File: config.mk
export PLATFORM = sky130hd
export DESIGN_NAME = bma_ctrl
export DESIGN_NICKNAME = d
export VERILOG_FILES = /design/src/bma_pkg.sv /design/src/bma_ctrl.sv
export SDC_FILE = /design/constraint.sdc
export NUM_CORES = 1
export LEC_CHECK = 0
export ABC_CLOCK_PERIOD_IN_PS = 2900
export BUFFER_PORTS_ARGS = -buffer_cell sky130_fd_sc_hd__buf_2
export CELL_PAD_IN_SITES_DETAIL_PLACEMENT = 0
export CELL_PAD_IN_SITES_GLOBAL_PLACEMENT = 1
export CORE_UTILIZATION = 35
export CTS_CLUSTER_DIAMETER = 30
export DETAILED_ROUTE_END_ITERATION = 12
export PLACE_DENSITY = 0.74
export SLEW_MARGIN = 0
export SYNTH_ARGS = -nofsm -noshare
export SYNTH_HDL_FRONTEND = slang
export SYNTH_SLANG_ARGS = --single-unit
File: constraint.sdc
create_clock -name clk_i -period 2.9 [get_ports clk_i]
set_input_delay 0.58 -clock clk_i [delete_from_list [all_inputs] [get_ports clk_i]]
set_output_delay 0.58 -clock clk_i [all_outputs]
set_load 0.02 [all_outputs]
File: src/bma_pkg.sv
// Shared types, constants and layout functions of the buddy allocator.
// No dependencies; imported by bma_ctrl, bma_dp and buddy_memory_allocator.
package bma_pkg;

  localparam int POOL_ORDER_DEF = 10;
  localparam int OWNER_BITS_DEF = 16;

  localparam int REQ_W   = 11;
  localparam int ADDR_W  = 10;
  localparam int UNITS_W = 11;
  localparam int MERGE_W = 4;
  localparam int WORD_W  = 32;
  localparam int WORD_LW = 5;
  localparam int ORD_FW  = 5;

  localparam logic FN_ALLOC = 1'b0;
  localparam logic FN_FREE  = 1'b1;

  typedef enum logic [1:0] {
    ST_OK      = 2'd0,
    ST_NOFREE  = 2'd1,
    ST_BADSIZE = 2'd2,
    ST_BADFREE = 2'd3
  } stat_e;

  typedef enum logic [3:0] {
    OP_NONE      = 4'd0,
    OP_CLEAR     = 4'd1,
    OP_LATCH     = 4'd2,
    OP_DECODE    = 4'd3,
    OP_SCAN_RD   = 4'd4,
    OP_SCAN_CHK  = 4'd5,
    OP_SPLIT     = 4'd6,
    OP_BUDDY_RD  = 4'd7,
    OP_BUDDY_SET = 4'd8,
    OP_FREE_CHK  = 4'd9,
    OP_MERGE     = 4'd10,
    OP_SELF_RD   = 4'd11,
    OP_SELF_SET  = 4'd12,
    OP_EMIT      = 4'd13
  } op_e;

  typedef struct packed {
    op_e op;
  } cmd_t;

  typedef struct packed {
    logic clr_done;
    logic is_free;
    logic dec_err;
    logic hit;
    logic last;
    logic top;
    logic split_done;
    logic free_ok;
    logic buddy_free;
    logic out_busy;
  } sts_t;

  // rows of the free bitmap that hold the nodes of order j
  function automatic int rows_of(int p, int j);
    rows_of = (p - j > WORD_LW) ? (1 << (p - j - WORD_LW)) : 1;
  endfunction

  // first row of order k in the free bitmap
  function automatic int row_base(int p, int k);
    int s;
    s = 0;
    for (int j = 0; j < k; j++) s += rows_of(p, j);
    return s;
  endfunction

endpackage

File: src/bma_ctrl.sv
// Sequencer of the buddy allocator: one-hot state machine issuing datapath ops.
// Depends on bma_pkg for cmd_t, sts_t and op codes.
module bma_ctrl import bma_pkg::*; (
  input  logic clk_i,
  input  logic rst_ni,
  input  logic in_valid_i,
  output logic in_stall_o,
  input  sts_t sts_i,
  output cmd_t cmd_o
);

  typedef enum logic [13:0] {
    S_CLEAR     = 14'b00000000000001,
    S_IDLE      = 14'b00000000000010,
    S_DECODE    = 14'b00000000000100,
    S_SCAN_RD   = 14'b00000000001000,
    S_SCAN_CHK  = 14'b00000000010000,
    S_SPLIT     = 14'b00000000100000,
    S_SPLIT_RD  = 14'b00000001000000,
    S_SPLIT_WR  = 14'b00000010000000,
    S_FREE_CHK  = 14'b00000100000000,
    S_MERGE_RD  = 14'b00001000000000,
    S_MERGE_CHK = 14'b00010000000000,
    S_SET_RD    = 14'b00100000000000,
    S_SET_WR    = 14'b01000000000000,
    S_DONE      = 14'b10000000000000
  } state_e;

  state_e state_q, state_d;

  always_comb begin
    state_d   = state_q;
    cmd_o.op  = OP_NONE;
    case (state_q)
      S_CLEAR: begin
        cmd_o.op = OP_CLEAR;
        if (sts_i.clr_done) state_d = S_IDLE;
      end
      S_IDLE: begin
        if (in_valid_i) begin
          cmd_o.op = OP_LATCH;
          state_d  = S_DECODE;
        end
      end
      S_DECODE: begin
        cmd_o.op = OP_DECODE;
        if (sts_i.dec_err) state_d = S_DONE;
        else if (sts_i.is_free) state_d = S_FREE_CHK;
        else state_d = S_SCAN_RD;
      end
      S_SCAN_RD: begin
        cmd_o.op = OP_SCAN_RD;
        state_d  = S_SCAN_CHK;
      end
      S_SCAN_CHK: begin
        cmd_o.op = OP_SCAN_CHK;
        if (sts_i.hit) state_d = S_SPLIT;
        else if (!sts_i.last || !sts_i.top) state_d = S_SCAN_RD;
        else state_d = S_DONE;
      end
      S_SPLIT: begin
        cmd_o.op = OP_SPLIT;
        state_d  = sts_i.split_done ? S_DONE : S_SPLIT_RD;
      end
      S_SPLIT_RD: begin
        cmd_o.op = OP_BUDDY_RD;
        state_d  = S_SPLIT_WR;
      end
      S_SPLIT_WR: begin
        cmd_o.op = OP_BUDDY_SET;
        state_d  = S_SPLIT;
      end
      S_FREE_CHK: begin
        cmd_o.op = OP_FREE_CHK;
        state_d  = sts_i.free_ok ? S_MERGE_RD : S_DONE;
      end
      S_MERGE_RD: begin
        if (sts_i.top) begin
          state_d = S_SET_RD;
        end else begin
          cmd_o.op = OP_BUDDY_RD;
          state_d  = S_MERGE_CHK;
        end
      end
      S_MERGE_CHK: begin
        cmd_o.op = OP_MERGE;
        state_d  = sts_i.buddy_free ? S_MERGE_RD : S_SET_RD;
      end
      S_SET_RD: begin
        cmd_o.op = OP_SELF_RD;
        state_d  = S_SET_WR;
      end
      S_SET_WR: begin
        cmd_o.op = OP_SELF_SET;
        state_d  = S_DONE;
      end
      S_DONE: begin
        if (!sts_i.out_busy) begin
          cmd_o.op = OP_EMIT;
          state_d  = S_IDLE;
        end
      end
      default: state_d = S_CLEAR;
    endcase
  end

  always_ff @(posedge clk_i or negedge rst_ni) begin
    if (!rst_ni) state_q <= S_CLEAR;
    else state_q <= state_d;
  end

  assign in_stall_o = (state_q != S_IDLE);

endmodule

==> out/metrics.cfg <==
[run_status]
status = finished, final reports clean

[global_route]
grt_pass1_wl_um = 4000
grt_usage_pct = 16.6
grt.overflow.total = 0
grt_pass1_vias = 858
grt_max_degree = 15
antenna_found_initial = 0

[routing]
drc_errors = 0
ant_nets = 0
firstDrtPassIters = 4
wl_per_cell_um = 15.1
vias = 949
drt_iter0_markers = 39
drt-total-wl_um = 2510
via_per_inst = 5.72

[yosys]
yosysUniqueCellTypes = 39
netlist.top_cell.by_area = dfrtp_1
synth_most_common_cell = nor2_1
synth_area_um2 = 1030
synth_area_per_cell_um2 = 8.75
ys.flop_type = dfrtp_1
synthTopCellsByArea = dfrtp_1 (32%), nor2_1 (5.1%), nand4_1 (4.2%)
synth_top_area_share_pct = 31.5
synth_commonest_cells = nor2_1 (14), dfrtp_1 (13), nand2_1 (10)
synthArstFlopShare_pct = 100
ys_seq_elements = 14
synth_edf_count = 0
synthCells = 118
seq_area_frac_synth_pct = 34.1
syn-num-nets = 131
synth_warnings = 0

[place]
place_area_um2 = 1130
port_buffers = 17
dp_cells = 161
place_hpwl_um = 1980
routabilityCongestion = 0.790

[critical_path]
r2r_cells = 5
worstSetupPathType = reg2out
worstPathRequired_ps = 2320
crit_arrival_ps = 2180
crit_fanout = 9
r2r_slack_ps = 990
endpoint_kind = output pin
timing.rr.end = state_q[13]
reg2reg_from = state_q[13]
cp-start-kind = register

[job]
cap_viol_max_count = 0

[floorplanning]
rows = 19
die_x_um = 56.3
die_area_um2 = 3170
coreArea_um2 = 2780
start_util_pct = 37.1
pin_count = 18
die_y_um = 56.3

[sta]
timing.final.crit_period_ps = 2760
relSlewSlack_pct = 69.6
fin_skew_ps = 7.86
max_slew.worst_pin.slew_ps = 452
slew_viol_final = 0
hold_violations = 0
final-setup-viol-count = 0
clock.fmax_ghz = 0.362
finalCritPeriodShare_pct = 95.3

[cts]
cts_tree = yes
cts_inserted_buffers = 3
clockBufferDepth = 2
cts_max_level = 1
cts.sinks = 14
clk_pin_slew_ps = 100
clkLatencyLatePin_ps = 290
cts-root-buf = clkbuf_4

[layout]
drive_gt1_share_pct = 25.2
largest_register_ffs = 14
fin_nets = 149
area_growth_pct = 14.8
stdcell_area_um2 = 1180
regMostFlops = state_q
largest_registers = state_q x14
fin_cells = 166
antennaDiodeCount = 0

[worst_hold_path]
hold_path_class = in2async

[power]
vdd_drop_max_mv = 0.413
p_leak_nw = 0.552
power_density_nw_per_um2 = 590

critical path: stages (launching register included):
cell and delay, ps:
dfrtp_1 500, nor4_4 480, nand4_1 220, o22ai_1 300, a41oi_1 100, nand4_1 120, buf_2 170
area by class of cell:
type                            instances  area, um2
Tap cell                               31       38.8
Clock buffer                            4       36.3
Sequential cell                        14        352
Multi-Input combinational cell         91        632
Inverter                                7       26.3
Timing Repair Buffer                   19        100
Fill cell                             282       1600
layout by cell type, fill, tap and decap left out, types with 2 or more instances in the layout:
master / instances
xnor2_1: 4
nand3_1: 5
o21ai_0: 6
buf_4: 2
nor3_1: 3
nor2b_1: 6
o22ai_1: 2
dfrtp_1: 13
o32ai_1: 2
clkbuf_4: 3
nor4_2: 2
inv_1: 7
nor4_4: 3
xor2_1: 2
nand4_1: 7
nand4b_1: 2
nor2_1: 14
nand2_1: 10
nand2b_1: 2
and3_1: 3
buf_2: 17
a21oi_1: 3
per-stage QoR:
stage | hold WS, ps | power, mW | TNS [ps] | utilization (%) | setup slack [ps]
detailed placement | 497 | 0.535 | 0 | 40.5 | 369
global placement | 493 | 0.539 | 0 | 40.5 | 403
global route | 184 | 0.742 | -3.52 | 42.6 | -3.52
finish | 170 | 0.699 | 0 | 42.6 | 135
floorplan | 284 | 0.474 | 0 | - | 509
CTS | 180 | 0.682 | 0 | 41.8 | 23.2
worst max path at each step:
stage / from / end / slack (ps) / cells after the start
final: state_q[2] / cmd_o[1] / 140 / 6
after global routing: state_q[2] / cmd_o[1] / -4 / 6
after CTS: state_q[3] / cmd_o[1] / 20 / 6
after detailed placement: state_q[3] / cmd_o[1] / 370 / 6
after global placement: state_q[3] / cmd_o[0] / 400 / 6
after floorplan: state_q[3] / cmd_o[3] / 510 / 5
repair_timing:
item                       CTS  global route
resized for setup            0             2
setup endpoints to repair    0             3
hold buffers                 0             0
buffers inserted             0             1
logic make-up after synthesis:
| family | share of synthesized area [%] |
|---|---|
| DFF | 34.1 |
| AOI/OAI and AO/OA | 15.3 |
| buffers and inverters | 6.18 |
| and+or+nand+nor | 39.4 |
| xor gates and xnor gates | 5.09 |
metal layers:
metal	wire length (um)	GRT usage [%]
met1	1190	22.4
met2	1130	26.0
met3	133	3.00
met4	56	7.32
met5	0	0
report_power, final:
group / internal [mW] / leakage, nW / switching [mW]
sequential: 0.218 / 0.191 / 0.0470
clock: 0.0765 / 0.0210 / 0.0720
combinational: 0.129 / 0.340 / 0.156
(Power assumes the default switching activity.)
